### src/rtl/sart_ram.sv
`timescale 1ns / 1ps
// ----------------------------------------------------------------------------
// sart_ram
// Simple dual-port RAM, one write and one read port, registered read data.
// ----------------------------------------------------------------------------
module sart_ram #(
  parameter int WIDTH = 8,
  parameter int DEPTH = 16,
  localparam int AW   = (DEPTH > 1) ? $clog2(DEPTH) : 1
) (
  input  logic             clk_i,
  input  logic             we_i,
  input  logic [AW-1:0]    waddr_i,
  input  logic [WIDTH-1:0] wdata_i,
  input  logic [AW-1:0]    raddr_i,
  output logic [WIDTH-1:0] rdata_o
);

  logic [WIDTH-1:0] mem_q [DEPTH];

  always_ff @(posedge clk_i) begin
    if (we_i) begin
      mem_q[waddr_i] <= wdata_i;
    end
    rdata_o <= mem_q[raddr_i];
  end

endmodule
### config.mk
export PLATFORM = sky130hd
export DESIGN_NAME = sart_ram
export DESIGN_NICKNAME = d
export VERILOG_FILES = /design/src/rtl/sart_ram.sv
export SDC_FILE = /design/constraint.sdc
export NUM_CORES = 1
export LEC_CHECK = 0
export BUFFER_PORTS_ARGS = -buffer_cell sky130_fd_sc_hd__buf_2
export CAP_MARGIN = 20
export CORE_UTILIZATION = 25
export CTS_CLUSTER_SIZE = 20
export DETAILED_ROUTE_END_ITERATION = 10
export PLACE_DENSITY = 0.38
export SYNTH_ARGS = -nofsm -noshare
export SYNTH_HDL_FRONTEND = slang
export SYNTH_SLANG_ARGS = --single-unit
### constraint.sdc
create_clock -name clk_i -period 2.8 [get_ports clk_i]
set_clock_uncertainty 0.2 [all_clocks]
set_input_delay 0.84 -clock clk_i [delete_from_list [all_inputs] [get_ports clk_i]]
set_output_delay 0.84 -clock clk_i [all_outputs]
set_load 0.05 [all_outputs]
Word-level counts from Yosys, hierarchy flattened. Memories as Yosys holds them, arrays and structs flattened. A register that Yosys moved wholly into a read port is not among the register bits. Index checks and enable logic that the tools add are counted.

Muxes and demuxes: 2.

Operator list (count): 2-to-1 mux 1 bit (2).

Bits of input ports: 18. Logic and storage cells: 3. Memories: 1. Bits in writable memories: 128. Output and inout bits: 8. Register bits after elaboration: 0.

Memories: mem_q (depth 16, bits a word 8, read ports 1, clocked after Yosys merged registers in 1, write ports 1, line 19) `logic [WIDTH-1:0] mem_q [DEPTH];`.

Logic depth before layout (Yosys ltp). Gate-level depths: netlist of run 1.

Depth after elaboration: 2. Depth in mapped cells: 5. Mapped depth without buffers: 3.

Least setup slack after synthesis of run 1. No wires, ideal clock.

Kind: input-to-reg. Start: input port waddr_i[2]. End: memory mem_q[0][0], enable pin. Buffers on the path: 0. Data arrival time: 1.950 ns. Library setup time: 0.383 ns. Cell stages on the path: 2. Slack: 0.267 ns. Required time: 2.217 ns. Path through: or3b_2 -> nor3_1.

RTL lines: start: declaration (line 13) `input logic [AW-1:0] waddr_i,`; end: declaration (line 19).

Straight into the memory's write port.

Worst setup path after layout of run 1.
Start: register rdata_o[7], read port of mem_q. End: output port rdata_o[7].

RTL lines: start: declaration (line 16) `output logic [WIDTH-1:0] rdata_o`.

No word-level cell between the ends.

==> results.toml, run 1 <==
[synthesis]
ys_top_cells_by_area = "edfxtp_1, mux4_2, mux4_1"
synth_flop_cell = "edfxtp_1"
synth_common_cells = "edfxtp_1, mux4_2, a22oi_1, mux4_1, nor2_1"
syn_nets = 247
ys_async_sr_fraction_pct = 0
syn_inst = 229
yosysSeqAreaShare_pct = 77.8
synth_cell_types = 19
syn_area_um2 = 5150
synth_top_area_share_pct = 74.7
synth.most_common_cell = "edfxtp_1"
ys_ff_latch = 136
postSynthAreaPerCell_um2 = 22.5
synth-edff-count = 128
synth_warnings = 0
post-synth-top-area-cell = "edfxtp_1"

[clocking]
clock-sinks = 136
tritoncts = "built"
cts_setup_buffers = 0
holdBufCountCts = 0
cts_buffers = 17
clk_pin_slew_ns = 0.06
cts_max_level = 4
clk_latency_ns = 0.42
cts.repair.resized = 0
root_buffer = "clkbuf_16"
cts.path.max_buffers = 2

[hold_path]
min-delay-start = "mem_q[15][3]$_DFFE_PP_"
min_path_type = "reg -> reg"
min_path_cells = 3

[placement]
io_buffer_count = 25
globalplace.congestion = 0.658
dp_cells = 539
hpwlAfterDp_um = 7410

[layout]
fillers = 1971
final_cells = 572
area_growth_pct = 22.1
num-nets-final = 306
drive_gt1_share_pct = 31.2
fin_util_pct = 31.1
seq_area_um2 = 4000
multi_input_area_um2 = 1060

[grt]
grt_max_degree = 26
grt_overflow = 0
antenna_found_initial = 2
track_usage_pct = 11.7
grt_pass1_vias = 2727
grt_pass1_wl_um = 17200

[pwr]
fin_total_pwr_mw = 4.65
vdd_drop_max_uv = 387
p_per_area_nw_per_um2 = 740
p_leak_nw = 2.10

[timing]
rsz0062_at_grt = "false"
fmax_mhz = 462
min_period_ns = 2.16
post-route-period-util_pct = 77.3
relSlewSlack_pct = 45.2
final_hold_viol_count = 0
finalSetupViolations = 0
slew_violations = 0
setup_tns_ns = 0
tightest_slew_ns = 0.820

[die]
start_util_pct = 25.4
rows = 52
dieArea_um2 = 21200
fp.dieW_um = 145
ioPinCount = 26
core_area_um2 = 20200
die_y_um = 145

[worst_setup_path]
crit_path_end_kind = "output port"
crit_chain = "buf_2"
max_stage_delay_ns = 0.40
path_class = "reg -> out"
r2r_setup_slack_ns = 1.20
cp_num_cells = 1
arrival_ns = 1.12
reg2reg_to = "rdata_o[6]$_DFF_P_"
critPathTopFamily = "flip-flops"
worstPathBufferInverterCount = 1
worst-path-max-fanout = 1
crit_path_end = "rdata_o[7]"
ff2ff_path_depth = 3
crit_slowest_cell = "dfxtp_1"
crit_start = "rdata_o[7]$_DFF_P_"
critPathLaunchType = "flop"
cp.required_ns = 1.76
rr_startpoint = "mem_q[0][6]$_DFFE_PP_"

[drt]
drt_iter0_markers = 184
vias = 2466
drc = 0
vias_per_cell = 4.31
first_pass_iters = 5
ant_nets = 0
drt_wl_total_um = 11400
post_drt_wl_per_cell_um = 20.0

[run]
maxCapViolCount = 0

[status]
outcome = "completed"
kinds of logic (layout without fill, tap and decap cells):
kind of cell | after synthesis | in the layout | share of synthesized area, %
compound gates | 16 | 16 | 2.33
simple gates | 35 | 35 | 3.18
other cells | 0 | 1 | 0
flops | 136 | 136 | 77.8
mux | 32 | 32 | 15.0
buf+inv | 10 | 82 | 1.68
where the power goes:
part           switching (mW)  total (mW)  internal, mW
clock                   0.804        2.09          1.29
sequential             0.0131        2.29          2.28
combinational           0.170       0.267        0.0972
total                   0.987        4.65          3.66
layout make-up:
| type | count | area share (%) |
|---|---|---|
| Sequential cell | 136 | 63.7 |
| Multi-Input combinational cell | 83 | 16.8 |
| Clock buffer | 20 | 6.95 |
| Timing Repair Buffer | 50 | 5.38 |
| Tap cell | 270 | 5.38 |
| Clock inverter | 12 | 1.73 |
| Antenna cell | 1 | 0.0398 |
routing by layer:
metal | track usage, % | share of wire [%] | up-vias
met2 | 18.7 | 49 | 48
met5 | 0 | 0.10 | -
met1 | 14.2 | 45 | 1311
met4 | 4.74 | 1.0 | 2
met3 | 4.36 | 5.3 | 12
li1 | - | - | 1093
per-stage QoR:
stage	area [um2]	setup slack (ns)	hold WS, ns
after floorplan	5150	0.267	0.429
after global placement	5740	0.216	0.462
after detailed placement	5740	0.198	0.460
after CTS	6280	0.591	0.475
after global routing	6280	0.571	0.504
final	6280	0.636	0.470
flip-flops by register name, indices dropped and copies added (netlist names):
name     cells
mem_q      128
rdata_o      8
worst min-delay path by stage:
stage / end / slack, ns
6_report: rdata_o[3]$_DFF_P_ / 0.47
5_1_grt: rdata_o[5]$_DFF_P_ / 0.50
4_1_cts: rdata_o[3]$_DFF_P_ / 0.47
3_5_place_dp: rdata_o[3]$_DFF_P_ / 0.46
3_3_place_gp: rdata_o[3]$_DFF_P_ / 0.46
2_1_floorplan: rdata_o[0]$_DFF_P_ / 0.43
cell usage in the layout (no fill, tap or decap), types with 3 or more instances in the layout:
master and count:
edfxtp_1 128, buf_2 25, buf_4 23, mux4_2 18
clkbuf_16 17, a22oi_1 16, mux4_1 14, nor2_1 13
nand2_1 9, dfxtp_1 8, clkinv_2 5, nor3_1 4
clkinv_1 4, clkbuf_1 3
Power figures use the tool's default switching activity.
==> run 2, diff against run 1 <==
Clock period 2.8 ns to 2 ns, I/O delays scaled along.
==> run 2 against run 1 <==
- clock-buffer cell count increased by 7
- register-to-register slack got worse by 0.78 ns
- routed wire length down 0.76%
- largest power group unchanged
- via count fell by 0.36%
- combinational power grew 44%
==> results.toml, run 2 (synthesized netlist as in run 1, its figures left out) <==
[die]
dieArea_um2 = 21200
fp.dieW_um = 145
die_y_um = 145
core_area_um2 = 20200
ioPinCount = 26
rows = 52
start_util_pct = 25.4

[layout]
top_register = "mem_q"
num-nets-final = 308
area_growth_pct = 22.5
diodes = 0
mostFrequentLayoutCells = "edfxtp_1, buf_2, buf_4"
drive_gt1_share_pct = 32.1
largest_reg_flops = 128
reg.largest.list = "mem_q (128), rdata_o (8)"
fin_util_pct = 31.2
final_common_cell = "edfxtp_1"

[drt]
first_pass_iters = 4
drc = 0
ant_nets = 0
drt_wl_total_um = 11400
vias_per_cell = 4.30
post_drt_wl_per_cell_um = 19.9
vias = 2457
drt_iter0_markers = 286

[worst_setup_path]
crit_slowest_cell = "dfxtp_1"
critPathLaunchType = "flop"
worstPathBufferInverterCount = 1
cp.required_ns = 1.20
crit_chain = "buf_2"
arrival_ns = 1.11
worst-path-max-fanout = 1
critPathTopFamily = "flip-flops"
path_class = "reg -> out"
max_stage_delay_ns = 0.40
crit_path_end_kind = "output port"

[timing]
fmax_mhz = 525
post-route-period-util_pct = 95.3
tightest_slew_ns = 0.783
min_period_ns = 1.91
rsz0062_at_grt = "false"
whs_ns = 0.388
final_hold_viol_count = 0
finalSetupViolations = 0
relSlewSlack_pct = 47.7
slew_violations = 0

[grt]
track_usage_pct = 11.6
grt_pass1_wl_um = 17200
antenna_found_initial = 3
grt_pass1_vias = 2711
grt_overflow = 0
grt_max_degree = 19

[pwr]
p_leak_nw = 2.11
vdd_drop_max_uv = 555
p_per_area_nw_per_um2 = 1010

[status]
outcome = "completed"

[clocking]
holdBufCountCts = 0
cts_max_level = 4
cts_setup_buffers = 0
clk_pin_slew_ns = 0.05
cts_buffers = 17
root_buffer = "clkbuf_16"
cts.path.max_buffers = 2
tritoncts = "built"
clk_latency_ns = 0.42
cts.repair.resized = 0
clock-sinks = 136

[placement]
io_buffer_count = 25
globalplace.congestion = 0.655
hpwlAfterDp_um = 7440

[run]
maxCapViolCount = 0

[hold_path]
min_path_type = "in -> reg"
## run 2: changes by cell type in the layout (fill, tap and decap cells not counted)
cell | previous run | this run
clkbuf_8 | 0 | 4
diode_2 | 1 | 0
nor3_2 | 0 | 1
clkinv_1 | 4 | 0
clkinv_4 | 1 | 0
bufinv_16 | 2 | 0
buf_12 | 2 | 4
nor3_1 | 4 | 3
clkinv_2 | 5 | 4
clkbuf_1 | 3 | 6
## run 2: final cells by class
cell class	count	area (um2)
Sequential cell	136	4000
Clock buffer	27	503
Tap cell	270	338
Fill cell	1937	13900
Timing Repair Buffer	52	378
Multi-Input combinational cell	83	1060
Clock inverter	4	20.0
## run 2: through the flow
stage	setup TNS [ns]	instances	setup WS, ns	area (um2)	power [mW]
after detailed placement	-3.47	541	-0.294	5780	3.66
after CTS	0	572	0.0485	6300	6.44
after global routing	0	572	0.0413	6300	6.58
final	0	572	0.0940	6300	6.36
after global placement	-3.37	541	-0.290	5780	3.66
after floorplan	-1.98	229	-0.0661	5150	3.49
## run 2: power by group
part,internal [mW],switching [mW],total (mW)
Sequential,3.19,0.0227,3.21
Combinational,0.144,0.241,0.385
Clock,1.70,1.06,2.76
Total,5.03,1.33,6.36
## run 2: final timing paths
path                                             start                     end  slack, ns  depth (start not counted)
worst max-delay path                rdata_o[7]$_DFF_P_              rdata_o[7]       0.09                          1
worst min-delay path                        wdata_i[0]  mem_q[14][0]$_DFFE_PP_       0.39                          1
worst max register to register   mem_q[2][3]$_DFFE_PP_      rdata_o[3]$_DFF_P_       0.42                          3
worst min register to register  mem_q[15][6]$_DFFE_PP_      rdata_o[6]$_DFF_P_       0.48                          3
## run 2: worst reg2reg max path, stage by stage (launching register included)
cell and delay (ns):
edfxtp_1 0.37, mux4_1 0.49, a22oi_1 0.32, nand2_1 0.09
## run 2: metal layers
metal / global-route usage, % / share of wire (%)
met1: 14.7 / 46
met2: 18.6 / 48
met3: 3.54 / 3.9
met4: 4.74 / 1.7
met5: 0 / 0.37
==> run 3, diff against run 2 <==
Settings changed: ABC_AREA from default to 1, RECOVER_POWER from default to 50.
==> run 3 against run 2 <==
- die area is 12% higher
- register-to-register slack better by 0.31 ns
- largest power group is now clock
- routed wire length grew 33%
- critical path depth unchanged
- sequential power hardly changed
- synthesized area is 12% higher
- sequential share of layout area fell by 6.0 points
- clock-buffer cell count is 10 lower
- non-clock buffer count stayed put
==> results.toml, run 3 <==
[status]
outcome = "completed"

[pwr]
fin_total_pwr_mw = 7.15
vdd_drop_max_uv = 567
p_per_area_nw_per_um2 = 1030
p_leak_nw = 2.95

[layout]
largest_reg_flops = 128
reg.largest.list = "mem_q (128), rdata_o (8)"
fin_util_pct = 30.8
top_register = "mem_q"
diodes = 0
drive_gt1_share_pct = 12.1
mostFrequentLayoutCells = "nand2_1, edfxtp_1, inv_1"
area_growth_pct = 20.8
stdcell_area_um2 = 6970
final_common_cell = "nand2_1"
num-nets-final = 616

[synthesis]
syn_area_um2 = 5770
synth_cell_types = 12
syn_inst = 551
syn_nets = 569
postSynthAreaPerCell_um2 = 10.5
post-synth-top-area-cell = "edfxtp_1"
synth.most_common_cell = "nand2_1"
ys_ff_latch = 136
synth_flop_cell = "edfxtp_1"
synth_warnings = 0
synth_common_cells = "nand2_1, edfxtp_1, inv_1, nand3_1, nor2_1"
ys_async_sr_fraction_pct = 0
synth_top_area_share_pct = 66.7
yosysSeqAreaShare_pct = 69.4
synth-edff-count = 128
ys_top_cells_by_area = "edfxtp_1, nand2_1, nand3_1"

[drt]
drt_iter0_markers = 368
vias_per_cell = 4.21
drc = 0
drt_wl_total_um = 15100
vias = 3770
ant_nets = 0
first_pass_iters = 4
post_drt_wl_per_cell_um = 16.9

[clocking]
holdBufCountCts = 0
tritoncts = "built"
cts_setup_buffers = 0
clock-sinks = 136
cts.repair.resized = 0
cts.path.max_buffers = 2
clk_latency_ns = 0.42
clk_pin_slew_ns = 0.06
root_buffer = "clkbuf_16"
cts_buffers = 17
cts_max_level = 4

[grt]
grt_pass1_wl_um = 23000
grt_max_degree = 65
antenna_found_initial = 0
grt_overflow = 0
grt_pass1_vias = 3728
track_usage_pct = 13.5

[timing]
tightest_slew_ns = 1.16
slew_violations = 0
fmax_mhz = 523
finalSetupViolations = 0
rsz0062_at_grt = "false"
fin_ws_ns = 0.0889
relSlewSlack_pct = 22.4
post-route-period-util_pct = 95.6
setup_tns_ns = 0
min_period_ns = 1.91
final_hold_viol_count = 0

[die]
dieArea_um2 = 23700
rows = 55
core_area_um2 = 22600
die_y_um = 154
start_util_pct = 25.5
fp.dieW_um = 154
ioPinCount = 26

[worst_setup_path]
reg2reg_to = "rdata_o[3]$_DFF_P_"
arrival_ns = 1.11
crit_slowest_cell = "dfxtp_1"
crit_path_end_kind = "output port"
worstPathBufferInverterCount = 1
max_stage_delay_ns = 0.40
critPathTopFamily = "flip-flops"
crit_chain = "buf_2"
rr_startpoint = "mem_q[1][3]$_DFFE_PP_"
cp.required_ns = 1.20
worst-path-max-fanout = 1
r2r_setup_slack_ns = 0.73
path_class = "reg -> out"
ff2ff_path_depth = 6
critPathLaunchType = "flop"

[run]
maxCapViolCount = 0

[hold_path]
min_path_type = "in -> reg"
min-delay-start = "raddr_i[3]"
hold_path_end = "rdata_o[2]$_DFF_P_"
min_path_cells = 3

[placement]
hpwlAfterDp_um = 9430
io_buffer_count = 25
place_area_um2 = 6330
dp_slack_ns = 0.0595
globalplace.congestion = 0.748
-- run 3: changes by cell type in the layout (fill, tap and decap cells not counted), sizes merged, moves of 3 or more --
| cell | change |
|---|---|
| a22oi | -16 |
| buf | -11 |
| bufinv | +5 |
| clkinvlp | +3 |
| inv | +104 |
| mux4 | -32 |
| nand2 | +164 |
| nand3 | +96 |
| nor2 | +4 |
| nor3 | -4 |
-- run 3: worst max-delay path by stage --
| stage | startpoint | end | slack [ns] | cells after the start |
|---|---|---|---|---|
| finish | rdata_o[5]$_DFF_P_ | rdata_o[5] | 0.09 | 1 |
| global route | rdata_o[5]$_DFF_P_ | rdata_o[5] | 0.06 | 1 |
| CTS | rdata_o[5]$_DFF_P_ | rdata_o[5] | 0.03 | 1 |
| detailed placement | raddr_i[0] | rdata_o[0]$_DFF_P_ | 0.06 | 7 |
| global placement | raddr_i[0] | rdata_o[0]$_DFF_P_ | 0.06 | 7 |
| floorplan | waddr_i[2] | mem_q[10][0]$_DFFE_PP_ | 0.25 | 2 |
-- run 3: metal layers --
layer | vias to the layer above | wire [um] | global-route usage, %
li1 | 1866 | - | -
met1 | 1822 | 7290 | 18.2
met2 | 63 | 6990 | 21.2
met3 | 19 | 583 | 2.54
met4 | 0 | 267 | 5.86
met5 | - | 0 | 0
-- run 3: layout make-up --
cell class / count / area (um2)
flip-flops and latches: 136 / 4000
clock buffers: 17 / 425
fillers: 2300 / 15700
well taps: 285 / 357
repair buffers: 52 / 359
inverters: 102 / 383
multi-input cells: 289 / 1210
clock inverters: 15 / 225
-- run 3: cell families after synthesis --
logic type	Yosys count	share of synthesized area (%)
and+or+nand+nor	289	21.0
buffers and inverters	126	9.52
DFF	136	69.4
-- run 3: where the power goes --
group	total, mW	internal (mW)	switching [mW]
combinational	0.482	0.126	0.356
sequential	3.21	3.19	0.0217
clock	3.46	2.22	1.25
total	7.15	5.53	1.62
-- run 3: tightest hold or removal path, cell delays in order --
cell and delay (ns):
buf_2 0.18, nand3_1 0.11, nand2_1 0.06
-- run 3: stage by stage --
step           cells  hold WS (ns)
5_1_grt          896         0.404
4_1_cts          896         0.362
3_3_place_gp     864         0.473
3_5_place_dp     864         0.466
2_1_floorplan    551         0.407
6_report         896         0.382
